[src/hdl/bvm_ram.sv]
// Generic single-port-write, single-port-read RAM with registered read.
// Depends on nothing.
`timescale 1ns / 1ps
`default_nettype none
module bvm_ram #(
  parameter int unsigned Width = 8,
  parameter int unsigned Depth = 256
) (
  input  wire logic                     clk_i,
  input  wire logic                     we_i,
  input  wire logic [$clog2(Depth)-1:0] waddr_i,
  input  wire logic [Width-1:0]         wdata_i,
  input  wire logic [$clog2(Depth)-1:0] raddr_i,
  output logic      [Width-1:0]         rdata_o
);
  logic [Width-1:0] mem [Depth];

  always_ff @(posedge clk_i) begin
    if (we_i) begin
      mem[waddr_i] <= wdata_i;
    end
    rdata_o <= mem[raddr_i];
  end
endmodule
`default_nettype wire

[config.mk]
export PLATFORM = sky130hd
export DESIGN_NAME = bvm_ram
export DESIGN_NICKNAME = d
export VERILOG_FILES = /design/src/hdl/bvm_ram.sv
export SDC_FILE = /design/constraint.sdc
export NUM_CORES = 2
export LEC_CHECK = 0
export BUFFER_PORTS_ARGS = -buffer_cell sky130_fd_sc_hd__buf_4
export CAP_MARGIN = 5
export CORE_MARGIN = 5
export CORE_UTILIZATION = 65
export DETAILED_ROUTE_END_ITERATION = 10
export PLACE_DENSITY = 0.84
export SYNTH_ARGS = -nofsm -noshare
export SYNTH_HDL_FRONTEND = slang
export SYNTH_SLANG_ARGS = --single-unit
[constraint.sdc]
create_clock -name clk_i -period 4.3 [get_ports clk_i]
set_input_delay 0 -clock clk_i [delete_from_list [all_inputs] [get_ports clk_i]]
set_output_delay 0 -clock clk_i [all_outputs]
set_load 0.005 [all_outputs]
==> results.ini <==
[clock_tree]
h-tree-depth = 4
clk_pin_slew_ns = 0.07
numClockSinks = 2056
post_cts_buffers = 0
ctsResizeCount = 0
clk_path_buf_depth = 3
cts-hold-fix-buffers = 10
cts_tree = built
cts_root_buf = clkbuf_16
cts_inserted_buffers = 190
clk_latency_ns = 0.85

[yosys]
synth_top_area_cell = edfxtp_1
async_flop_share = 0
synth_seq_cells = 2056
synth_most_common_cell = edfxtp_1
yosysSeqAreaShare = 0.7750
synth_common_cells = edfxtp_1, mux4_2, nor2_1
ys_types = 55
yosys_warnings = 0
syn_inst = 3733
netlist_top_cells_area = edfxtp_1, mux4_2, mux2i_1
syn_area_um2 = 79560
synthesis.nets = 3759
syn_avg_cell_area_um2 = 21.31
synth_edf_count = 2048
synth_flop_cell = edfxtp_1
synth_top_area_frac = 0.7730

[pwr]
powerDensity_nw_per_um2 = 467.3
comb_power_share = 0.050
p_int_w = 0.03212
p_clk_frac = 0.410
share_seq_of_total_power = 0.540
swShare = 0.2173
switchingPower_w = 0.008919
leakage_nw = 27.12
ir_worst_vdd_uv = 686.5

[timing]
rsz0062_at_grt = false
setup_ws_ns = 1.007
relSlewSlack = -0.007315
fin_skew_ns = 0.04009
fin_crit_sh = 0.7659
tightest_slew_ns = 1.490
slew_viol_final = 1
setup_viol = 0
min_period_ns = 3.293
max_freq_mhz = 303.7
holdWs_ns = -0.02543
fin_setup_tns_ns = 0
finalHoldViolations = 8

[global_routing]
overflow = 0
grt_max_degree = 163
grt_usage = 0.3327
antenna_found_initial = 13
grt_pass1_wl_mm = 308.0
first_global_vias = 42520

[hold_path]
hp-class = input port to flip-flop
min_to = mem[160][5]
min_from = wdata_i[5]
hold_depth = 1

[floorplanning]
rows = 128
die_area_um2 = 129500
die_x_um = 359.9
ios = 34
start_util = 0.6536
die_h_um = 359.9
core_um2 = 121700

[critical_path]
critPathTopFamily = compound AO/OA/AOI/OAI gates
ff2ff_path_depth = 6
cp_slowest_cell = a211oi_1
r2r_setup_slack_ns = 1.42
end_kind = flip-flop
rr_startpoint = mem[27][5]
r2r_end = rdata_o[5]
startpoint_type = input port
path_cells = dlygate4sd3_1 > buf_4 > buf_12 > nand2b_1 > a211oi_1 > a311oi_1 > o221ai_1 > a211oi_1 > nor4_1
slowest_delay_ns = 0.87
crit_required_ns = 4.98
path_buf_inv = 3
critPathKind = input port to flip-flop
crit_top_cell = a211oi_1
worst-path-max-fanout = 20
cp_data_arrival_time_ns = 3.97

[placement]
globalplace.congestion = 0.8844
dp_hpwl_mm = 114.3
port_buffers = 33
post-place-ws_ns = 0.5113

[route]
drtAntennaViolNets = 0
wire_per_inst_um = 37.93
dr.pass1.iters = 8
viasPerCell = 7.520
drc_errors = 0
vias = 42410
drt_iter0_drc = 8142
wl_mm = 213.9

[final_layout]
drive_gt1_frac = 0.2196
syn_to_final_growth_pct = 10.40
fin_util = 0.7216
nFillCells = 6316
finalNetCount = 3873

[status]
violations = hold timing, capacitance limit, slew limit
status = finished with violations

[flow_run]
maxCapViolCount = 1

worst max-delay path by stage:
| stage | startpoint | endpoint | slack (ns) | depth (start not counted) |
|---|---|---|---|---|
| 4_1_cts | raddr_i[4] | rdata_o[2] | 1.28 | 9 |
| 6_report | raddr_i[4] | rdata_o[5] | 1.01 | 9 |
| 5_1_grt | raddr_i[0] | rdata_o[5] | 1.05 | 9 |
| 3_3_place_gp | raddr_i[0] | rdata_o[3] | 0.60 | 9 |
| 2_1_floorplan | raddr_i[0] | rdata_o[2] | 2.36 | 9 |
| 3_5_place_dp | raddr_i[0] | rdata_o[3] | 0.51 | 9 |
cells in the final DEF, fill, tap and decap left out, types with 5 or more instances in the layout:
cell type and instances:
edfxtp_1 2048, mux4_2 454, nor2_1 279, clkbuf_16 194, mux2i_1 134, a22oi_1 133
buf_4 112, a21oi_1 96, clkinv_1 48, o221ai_1 46, clkbuf_1 43, clkinv_2 37
nand3_1 34, nand2_1 33, o22ai_1 28, nor2b_1 28, nor4_1 24, buf_12 23
nor3_1 22, bufinv_16 17, a211oi_1 16, a221oi_1 13, nand4_1 10, o211ai_1 10
o21ai_0 10, dlygate4sd3_1 10, clkbuf_8 9, diode_2 8, nand2b_1 8, a22o_1 8
dfxtp_1 8, and2_1 6, o22a_1 5
layout make-up:
class                           instances  area [um^2]  share of cell area
Antenna cell                            8        20.02           0.0002279
Clock inverter                        114         1066             0.01214
Timing Repair Buffer                  155         1541             0.01755
Clock buffer                          238         5030             0.05727
Sequential cell                      2056        61660              0.7020
Tap cell                             1625         2033             0.02315
Multi-Input combinational cell       1442        16470              0.1875
Inverter                                2        7.507          0.00008548
metal layers:
metal	track usage	share of wire	up-vias	wire (um)
li1	-	-	15890	-
met1	0.4369	0.31	21190	66930
met2	0.5243	0.48	4468	102900
met3	0.09481	0.14	859	30890
met4	0.1637	0.062	6	13160
met5	0	0.00023	-	50
power groups by stage:
stage | Combinational (W) | Clock (W) | Sequential (W)
floorplan | 0.00107 | 0 | 0.0225
global placement | 0.00186 | 0 | 0.0226
detailed placement | 0.00192 | 0 | 0.0226
CTS | 0.00199 | 0.0168 | 0.0221
global route | 0.00210 | 0.0178 | 0.0221
finish | 0.00205 | 0.0168 | 0.0221
stage by stage:
| step | total power (W) | instances | instance area, um^2 |
|---|---|---|---|
| global route | 0.04205 | 5632 | 87810 |
| floorplan | 0.02361 | 3733 | 79560 |
| finish | 0.04104 | 5640 | 87830 |
| CTS | 0.04097 | 5632 | 87810 |
| global placement | 0.02443 | 5270 | 81610 |
| detailed placement | 0.02449 | 5270 | 81610 |
sequential cells by signal, summed over array words and instances, names as in the netlist:
name / flops
mem: 2048
rdata_o: 8
kinds of logic (layout without fill, tap and decap cells):
| group | count (synthesis) | count (layout) | share of synthesized area |
|---|---|---|---|
| flops | 2056 | 2056 | 0.7750 |
| simple gates | 466 | 466 | 0.02628 |
| buf+inv | 235 | 509 | 0.01831 |
| other cells | 0 | 8 | 0 |
| mux | 591 | 591 | 0.1462 |
| compound gates | 385 | 385 | 0.03419 |
Power figures use the tool's default switching activity.
