**src/hdl/bvm_pkg.sv**
```systemverilog
// Package for the byte VM instruction executor: opcodes, sizes, status codes and divider types.
// Used by bvm_div and the executor; depends on nothing.
`timescale 1ns / 1ps
`default_nettype none
package bvm_pkg;
  localparam int unsigned VarCountDef   = 256;
  localparam int unsigned StackDepthDef = 8;
  localparam int unsigned LabelCountDef = 256;
  localparam logic [7:0]  BadOpcodeId   = 8'hB1;

  typedef enum logic [4:0] {
    OP_LDLABEL = 5'd0,  OP_ASSIGN = 5'd1,  OP_MOVE  = 5'd2,  OP_ADD   = 5'd3,
    OP_SUB     = 5'd4,  OP_MUL    = 5'd5,  OP_DIV   = 5'd6,  OP_INCR  = 5'd7,
    OP_DECR    = 5'd8,  OP_INV    = 5'd9,  OP_TOB   = 5'd10, OP_CMP   = 5'd11,
    OP_HIGH    = 5'd12, OP_LOW    = 5'd13, OP_LABEL = 5'd14, OP_JUMP  = 5'd15,
    OP_CJUMP   = 5'd16, OP_RET    = 5'd17, OP_DEBUG = 5'd18, OP_ERROR = 5'd19,
    OP_SETFUNC = 5'd20, OP_EXIT   = 5'd21, OP_BAD   = 5'd22, OP_START = 5'd23
  } op_e;

  typedef enum logic [1:0] {
    ST_CONT = 2'd0, ST_EXIT = 2'd1, ST_BAD = 2'd2, ST_USER = 2'd3
  } status_e;

  // Division request to the serial divider.
  typedef struct packed {
    logic       start;
    logic [7:0] dividend;
    logic [7:0] divisor;
  } div_req_t;

  typedef struct packed {
    logic       done;
    logic [7:0] quotient;
  } div_rsp_t;
endpackage
`default_nettype wire

```
**src/hdl/bvm_div.sv**
```systemverilog
// Restoring divider, one quotient bit per cycle; divide by zero gives 255.
// Uses bvm_pkg for the request and response types.
`timescale 1ns / 1ps
`default_nettype none
module bvm_div (
  input  wire logic              clk_i,
  input  wire logic              rst_ni,
  input  wire bvm_pkg::div_req_t req_i,
  output bvm_pkg::div_rsp_t      rsp_o
);
  import bvm_pkg::*;

  logic [7:0] rem_q, rem_d, quo_q, quo_d, dvs_q, dvs_d;
  logic [3:0] cnt_q, cnt_d;
  logic       busy_q, busy_d, done_q, done_d;
  logic [8:0] trial;
  logic [8:0] shifted;

  always_comb begin
    rem_d   = rem_q;
    quo_d   = quo_q;
    dvs_d   = dvs_q;
    cnt_d   = cnt_q;
    busy_d  = busy_q;
    done_d  = 1'b0;
    shifted = {rem_q, quo_q[7]};
    trial   = shifted - {1'b0, dvs_q};
    if (req_i.start) begin
      rem_d  = '0;
      quo_d  = req_i.dividend;
      dvs_d  = req_i.divisor;
      cnt_d  = 4'd0;
      busy_d = 1'b1;
    end else if (busy_q) begin
      if (dvs_q == 8'd0) begin
        quo_d  = 8'hFF;
        busy_d = 1'b0;
        done_d = 1'b1;
      end else begin
        if (!trial[8]) begin
          rem_d = trial[7:0];
          quo_d = {quo_q[6:0], 1'b1};
        end else begin
          rem_d = shifted[7:0];
          quo_d = {quo_q[6:0], 1'b0};
        end
        cnt_d = cnt_q + 4'd1;
        if (cnt_q == 4'd7) begin
          busy_d = 1'b0;
          done_d = 1'b1;
        end
      end
    end
  end

  always_ff @(posedge clk_i or negedge rst_ni) begin
    if (!rst_ni) begin
      busy_q <= 1'b0;
      done_q <= 1'b0;
      cnt_q  <= '0;
    end else begin
      busy_q <= busy_d;
      done_q <= done_d;
      cnt_q  <= cnt_d;
    end
  end

  always_ff @(posedge clk_i) begin
    rem_q <= rem_d;
    quo_q <= quo_d;
    dvs_q <= dvs_d;
  end

  assign rsp_o.done     = done_q;
  assign rsp_o.quotient = quo_q;
endmodule
`default_nettype wire

```
**config.mk**
```make
export PLATFORM = sky130hd
export DESIGN_NAME = bvm_div
export DESIGN_NICKNAME = d
export VERILOG_FILES = /design/src/hdl/bvm_pkg.sv /design/src/hdl/bvm_div.sv
export SDC_FILE = /design/constraint.sdc
export NUM_CORES = 1
export LEC_CHECK = 0
export BUFFER_PORTS_ARGS = -buffer_cell sky130_fd_sc_hd__buf_2
export CORE_UTILIZATION = 40
export DETAILED_ROUTE_END_ITERATION = 10
export MAX_ROUTING_LAYER = met4
export SLEW_MARGIN = 10
export SYNTH_ARGS = -nofsm -noshare
export SYNTH_HDL_FRONTEND = slang
export SYNTH_SLANG_ARGS = --single-unit
```
**constraint.sdc**
```tcl
create_clock -name clk_i -period 5.55 [get_ports clk_i]
set_input_delay 1.11 -clock clk_i [delete_from_list [all_inputs] [get_ports clk_i]]
set_output_delay 1.11 -clock clk_i [all_outputs]
set_load 0.01 [all_outputs]
```
==> out/qor.yml, run 1 <==
status:
  status: "finished, final reports clean"
worst_setup_path:
  r2r-end: "rem_q[1]"
  cp_top_family: "simple AND/OR/NAND/NOR gates"
  critPathCapture: "rem_q[1]"
  crit_buf_inv: 0
  end_kind: "flip-flop"
  reg2reg_slack_ns: 2.92
  critPathMaxStageDelay_ns: 0.48
  crit_arrival_ns: 2.82
  critical_path_class: "flip-flop to flip-flop"
  cp.depth: 8
  required_ns: 5.74
  reg2reg_depth: 8
  crit_path_cell_trace: "ha_1, fa_1, nand2b_1, a211oi_2, mux2i_2, nor2_8, or4_1, o311ai_1"
  crit_path_top_delay_cell: "or4_1"
  startpoint: "dvs_q[0]"
  critPathLaunchType: "flip-flop"
  rr_startpoint: "dvs_q[0]"
  path_max_fanout: 9
die:
  dieArea_um2: 4510
  die_w_um: 67.1
  row_count: 23
  core-area_um2: 4030
  initial_utilization_pct: 42.1
  io_pins: 28
  die-height_um: 67.1
global_routing:
  grt-ovfl-total: 0
  track_usage_pct: 16.7
  grt_max_degree: 41
  grt_pass1_vias: 1159
  grt_antenna_before_repair: 0
  grt_pass1_wl_um: 5200
timing:
  worst_pin_slew_ns: 0.699
  fmax_mhz: 381
  period_share_pct: 47.3
  tns_ns: 0
  fin_crit_ns: 2.63
  setup-violations-final: 0
  slew_headroom_pct: 53.4
  hold_viol: 0
  drv_slew: 0
  rsz0062_at_grt: "false"
  finalClockSkew_ns: 0.00486
worst_hold_path:
  hold_path_class: "flip-flop to flip-flop"
drt:
  drc_errors: 0
  ant_nets: 0
  drt_iter0_markers: 65
  drt-wirelength-per-cell_um: 13.3
  vias: 1248
  drt-pass1-iter-count: 4
  routed_wl_um: 3270
  via_per_inst: 5.09
final_layout:
  area_growth_pct: 14.1
  layout.nets: 223
  diodes: 0
  post-route-util_pct: 48.0
  drive_gt1_share_pct: 21.5
run:
  maxCapViolations: 0
cts:
  clock_sinks: 30
  cts_resized: 0
  cts_buffer_depth: 2
  clock-root-buffer: "clkbuf_8"
  cts_setup_buffers: 0
  h-tree-depth: 2
  clk_latency_ns: 0.28
  cts.clk_slew.worst_paths_ns: 0.06
  cts_tree: "yes"
  cts_buffers: 5
  cts_hold_buf: 0
synthesis:
  netlist.area_leader.share_pct: 28.3
  ys.flop_type: "edfxtp_1"
  ys_warn_count: 0
  synth.area.top_cells: "edfxtp_1 28%, dfxtp_1 9.4%, dfrtp_1 8.8%"
  synth_seq_cells: 30
  ys_types: 42
  post_synth.cell_area_avg_um2: 10.2
  syn_inst: 166
  ys_async_sr_fraction_pct: 20.0
  synth_area_um2: 1700
  ys_seq_area_share_pct: 46.6
  synth-edff-count: 16
  yosys.area.top_type: "edfxtp_1"
  synth_nets: 195
place:
  dp_hpwl_um: 2420
  gp_congestion: 0.776
  io_buffers: 27
pwr:
  ir_drop_mv: 0.180
  leakage_uw: 0.000889
  powerDensity_nw_per_um2: 430
  power_uw: 831
-- metrics by stage --
step | hold WS [ns] | worst slack (ns) | cells | cell area [um^2]
2_1_floorplan | 0.486 | 2.99 | 166 | 1700
3_3_place_gp | 0.513 | 2.99 | 237 | 1850
3_5_place_dp | 0.517 | 2.94 | 237 | 1850
4_1_cts | 0.526 | 2.92 | 245 | 1940
5_1_grt | 0.560 | 2.86 | 245 | 1940
6_report | 0.527 | 2.92 | 245 | 1940
-- worst min path at each step --
stage / start / end / cells past startpoint
2_1_floorplan: rem_q[1] / rem_q[1] / 2
3_3_place_gp: rem_q[5] / rem_q[5] / 2
3_5_place_dp: rem_q[5] / rem_q[5] / 2
4_1_cts: rem_q[5] / rem_q[5] / 2
5_1_grt: rem_q[6] / rem_q[6] / 2
6_report: rem_q[6] / rem_q[6] / 2
-- power by group --
part           switching [uW]  total [uW]  internal, uW
Sequential               31.6         311           280
Clock                    77.3         163          85.9
Combinational             190         357           167
-- layer usage --
metal | global-route usage, % | part of all wire, % | vias to the layer above
met5 | - | 0 | -
met2 | 25.8 | 49 | 20
met1 | 19.9 | 45 | 580
met4 | 7.18 | 1.7 | 0
met3 | 5.14 | 4.1 | 6
li1 | - | - | 642
-- worst min-delay path, delay by kind of cell, from the launching register on --
| kind | cells | cell delay [ns] |
|---|---|---|
| AO/OA/AOI/OAI | 1 | 0.05 |
| flip-flops | 1 | 0.33 |
| AND/OR/NAND/NOR | 1 | 0.10 |
-- synth_stat cells (2+ instances only) --
master,number
nor2_1,24
edfxtp_1,16
inv_1,13
nand2_1,11
o21ai_0,10
ha_1,9
dfxtp_1,8
mux2i_1,8
a211oi_1,7
a21oi_1,6
dfrtp_1,6
xnor2_1,5
nand2b_1,4
nor3_1,4
a31oi_1,2
clkbuf_1,2
nand4b_1,2
nor2_8,2
o21ai_1,2
or4_4,2
xor2_1,2
-- registers in the layout, summed over array words and instances, names as in the netlist --
name and cells:
busy_q 1, cnt_q 4, done_q 1, dvs_q 8, quo_q 8, rem_q 8
-- cell usage in the layout (no fill, tap or decap), types with 2 or more instances in the layout --
master / instances
a211oi_1: 7
a31oi_1: 2
xor2_1: 2
nand2b_1: 4
clkbuf_8: 5
dfxtp_1: 8
a21oi_1: 6
o21ai_1: 2
nor2_1: 24
nand4b_1: 2
ha_1: 9
buf_2: 27
edfxtp_1: 16
mux2i_1: 8
or4_4: 2
dfrtp_1: 6
nor2_8: 2
o21ai_0: 10
nand2_1: 11
inv_1: 13
nor3_1: 4
xnor2_1: 5
-- cells by family after synthesis --
group / count (synthesis) / synth area share [%]
mux: 9 / 5.53
flops: 30 / 46.6
xor+xnor: 7 / 3.61
fa+ha+maj: 10 / 7.82
compound gates: 35 / 13.3
simple gates: 56 / 17.9
buf+inv: 19 / 5.24
-- layout make-up --
type | instances | area [um^2]
clock buffers | 6 | 72.6
clock inverters | 2 | 8.76
fillers | 392 | 2090
inverters | 13 | 48.8
multi-input cells | 117 | 817
flip-flops and latches | 30 | 791
well taps | 50 | 62.6
repair buffers | 27 | 135
Note: power is estimated with default switching activity, not from simulation.
==> run 2, diff against run 1 <==
==> constraint.sdc (replaced) <==
create_clock -name clk_i -period 2.4 [get_ports clk_i]
set_input_delay 0.48 -clock clk_i [delete_from_list [all_inputs] [get_ports clk_i]]
set_output_delay 0.48 -clock clk_i [all_outputs]
set_load 0.01 [all_outputs]
==> run 2 against run 1 <==
  * Combinational power increased to 2.6 times the previous value
  * Highest routed layer unchanged
  * Worst setup slack got worse by 2.9 ns
  * First-iteration DRC count grew 3.1%
  * Total power grew to 2.7 times the previous value
  * Sequential power increased by 130%
  * Critical path type unchanged
  * Die area is the same
  * Wire length is 3.2% higher
  * Non-clock buffer count is 6 higher
  * Maximum frequency up 9.4%
  * Sequential share of layout area shrank 2.5 points
  * Flip-flop and latch count unchanged
  * Global-route usage grew 0.88 points
==> out/qor.yml, run 2 (synthesized netlist as in run 1, its figures left out) <==
worst_setup_path:
  crit_arrival_ns: 2.59  # -0.23 ns
  reg2reg_slack_ns: 0.0004  # -2.92 ns
  critPathLaunchType: "flip-flop"
  path_max_fanout: 4  # -5
  critical_path_class: "flip-flop to flip-flop"
  end_kind: "flip-flop"
  required_ns: 2.59  # -3.15 ns
die:
  die_w_um: 67.1  # unchanged
  initial_utilization_pct: 42.1  # unchanged
  row_count: 23  # unchanged
  io_pins: 28  # unchanged
  core-area_um2: 4030  # unchanged
  die-height_um: 67.1  # unchanged
  dieArea_um2: 4510  # unchanged
final_layout:
  area_growth_pct: 21.4
  post-route-util_pct: 51.1  # +3.1 points
  postLayoutCellArea_um2: 2060  # +6.4%
  layout_common_cells: "27 x buf_2, 24 x nor2_1, 16 x edfxtp_1"
  final.fill_count: 362  # -7.7%
  layout.nets: 229  # +2.7%
  drive_gt1_share_pct: 27.4  # +5.8 points
  diodes: 0  # unchanged
  reg_top3: "dvs_q (8), quo_q (8), rem_q (8)"
  final_common_cell: "buf_2"
drt:
  vias: 1298  # +4.0%
  routed_wl_um: 3380  # +3.2%
  drt-wirelength-per-cell_um: 13.4  # +0.74%
  ant_nets: 0  # unchanged
  drt-pass1-iter-count: 4  # unchanged
  drt_iter0_markers: 67  # +3.1%
  via_per_inst: 5.17  # +1.5%
  drc_errors: 0  # unchanged
place:
  io_buffers: 27  # unchanged
  dp_hpwl_um: 2580  # +6.4%
  place_area_um2: 1890  # +2.2%
  gp_congestion: 0.790  # +1.7%
cts:
  cts_buffer_depth: 2  # unchanged
  cts_hold_buf: 0  # unchanged
  clk_latency_ns: 0.28  # about the same
  cts_buffers: 5  # unchanged
  h-tree-depth: 2  # unchanged
  clock_sinks: 30  # unchanged
  cts.clk_slew.worst_paths_ns: 0.06  # about the same
  cts_tree: "yes"
  clock-root-buffer: "clkbuf_8"
global_routing:
  grt_antenna_before_repair: 0  # unchanged
  grt_max_degree: 24  # -41%
  grt_pass1_wl_um: 5420  # +4.4%
  track_usage_pct: 17.5  # +0.88 points
  grt_pass1_vias: 1213  # +4.7%
  grt-ovfl-total: 0  # unchanged
pwr:
  leakage_uw: 0.000950  # +7.0%
  power_uw: 2280  # +170%
  ir_drop_mv: 0.478  # +160%
  powerDensity_nw_per_um2: 1100  # +160%
timing:
  period_share_pct: 100  # +53 points
  tns_ns: 0  # unchanged
  fmax_mhz: 417  # +9.4%
  drv_slew: 0  # unchanged
  finalClockSkew_ns: 0.00278  # -0.00208 ns
  hold_viol: 0  # unchanged
  slew_headroom_pct: 55.9  # +2.5 points
  worst_pin_slew_ns: 0.659  # -0.0401 ns
  rsz0062_at_grt: "true"
  setup-violations-final: 0  # unchanged
  fin_crit_ns: 2.40  # -0.226 ns
status:
  status: "finished, final reports clean"
worst_hold_path:
  hold_path_class: "input pin to asynchronous set/reset pin"
run:
  maxCapViolations: 0  # unchanged
[run 2: cell types whose count changed in the layout (fill, tap and decap cells not counted), sizes merged]
cell and delta:
clkinv -2, bufinv +2, buf +6
[run 2: where the power goes]
part	switching (uW)	leakage (uW)	internal, uW
Clock	189	0.0000714	443
Sequential	75.5	0.000308	646
Combinational	465	0.000571	457
[run 2: layout make-up]
| cell class | instances | area [um^2] | share of cell area [%] |
|---|---|---|---|
| multi-input cells | 117 | 835 | 40.5 |
| flip-flops and latches | 30 | 791 | 38.4 |
| repair buffers | 33 | 180 | 8.75 |
| clock buffers | 6 | 82.6 | 4.01 |
| well taps | 50 | 62.6 | 3.04 |
| clock inverters | 2 | 60.1 | 2.92 |
| inverters | 13 | 48.8 | 2.37 |
[run 2: final timing paths]
check                          from  endpoint  cells past startpoint
min in group clk_i         req_i[3]  dvs_q[3]                      1
max in group asynchronous    rst_ni  cnt_q[2]                      1
hold reg to reg            rem_q[5]  rem_q[5]                      2
hold / removal               rst_ni    busy_q                      1
setup / recovery           dvs_q[0]  rem_q[1]                      9
setup reg to reg           dvs_q[0]  rem_q[1]                      9
[run 2: worst max-delay path, stage by stage, from the launching register on]
cell,delay [ns]
edfxtp_1,0.40
ha_2,0.20
fa_2,0.34
nand2b_4,0.16
a211oi_2,0.22
mux2i_2,0.23
buf_4,0.17
nor2_8,0.04
or4_1,0.47
o311ai_1,0.08
[run 2: what timing repair did]
| action | 4_1_cts | 5_1_grt |
|---|---|---|
| setup endpoints to repair | 6 | 7 |
| pin swaps | 1 | 3 |
| resized for setup | 1 | 2 |
| buffers inserted | 1 | 1 |
| hold endpoints to repair | 0 | 0 |
[run 2: per-layer routing]
layer	part of all wire [%]	up-vias	wire (um)	GRT usage [%]
met1	46	613	1570	20.4
met4	1.6	0	55	8.24
met2	48	24	1620	27.0
li1	-	655	-	-
met3	4.0	6	134	5.99
met5	0	-	0	-
[run 2: stage by stage]
stage | hold slack, ns | std cells | worst slack (ns)
floorplan | 0.184 | 166 | -0.0935
global placement | 0.303 | 241 | -0.00643
finish | 0.00533 | 251 | 0.000434
detailed placement | 0.312 | 241 | -0.0654
global route | 0.00978 | 251 | -0.0521
CTS | 0.00516 | 250 | 0.0176
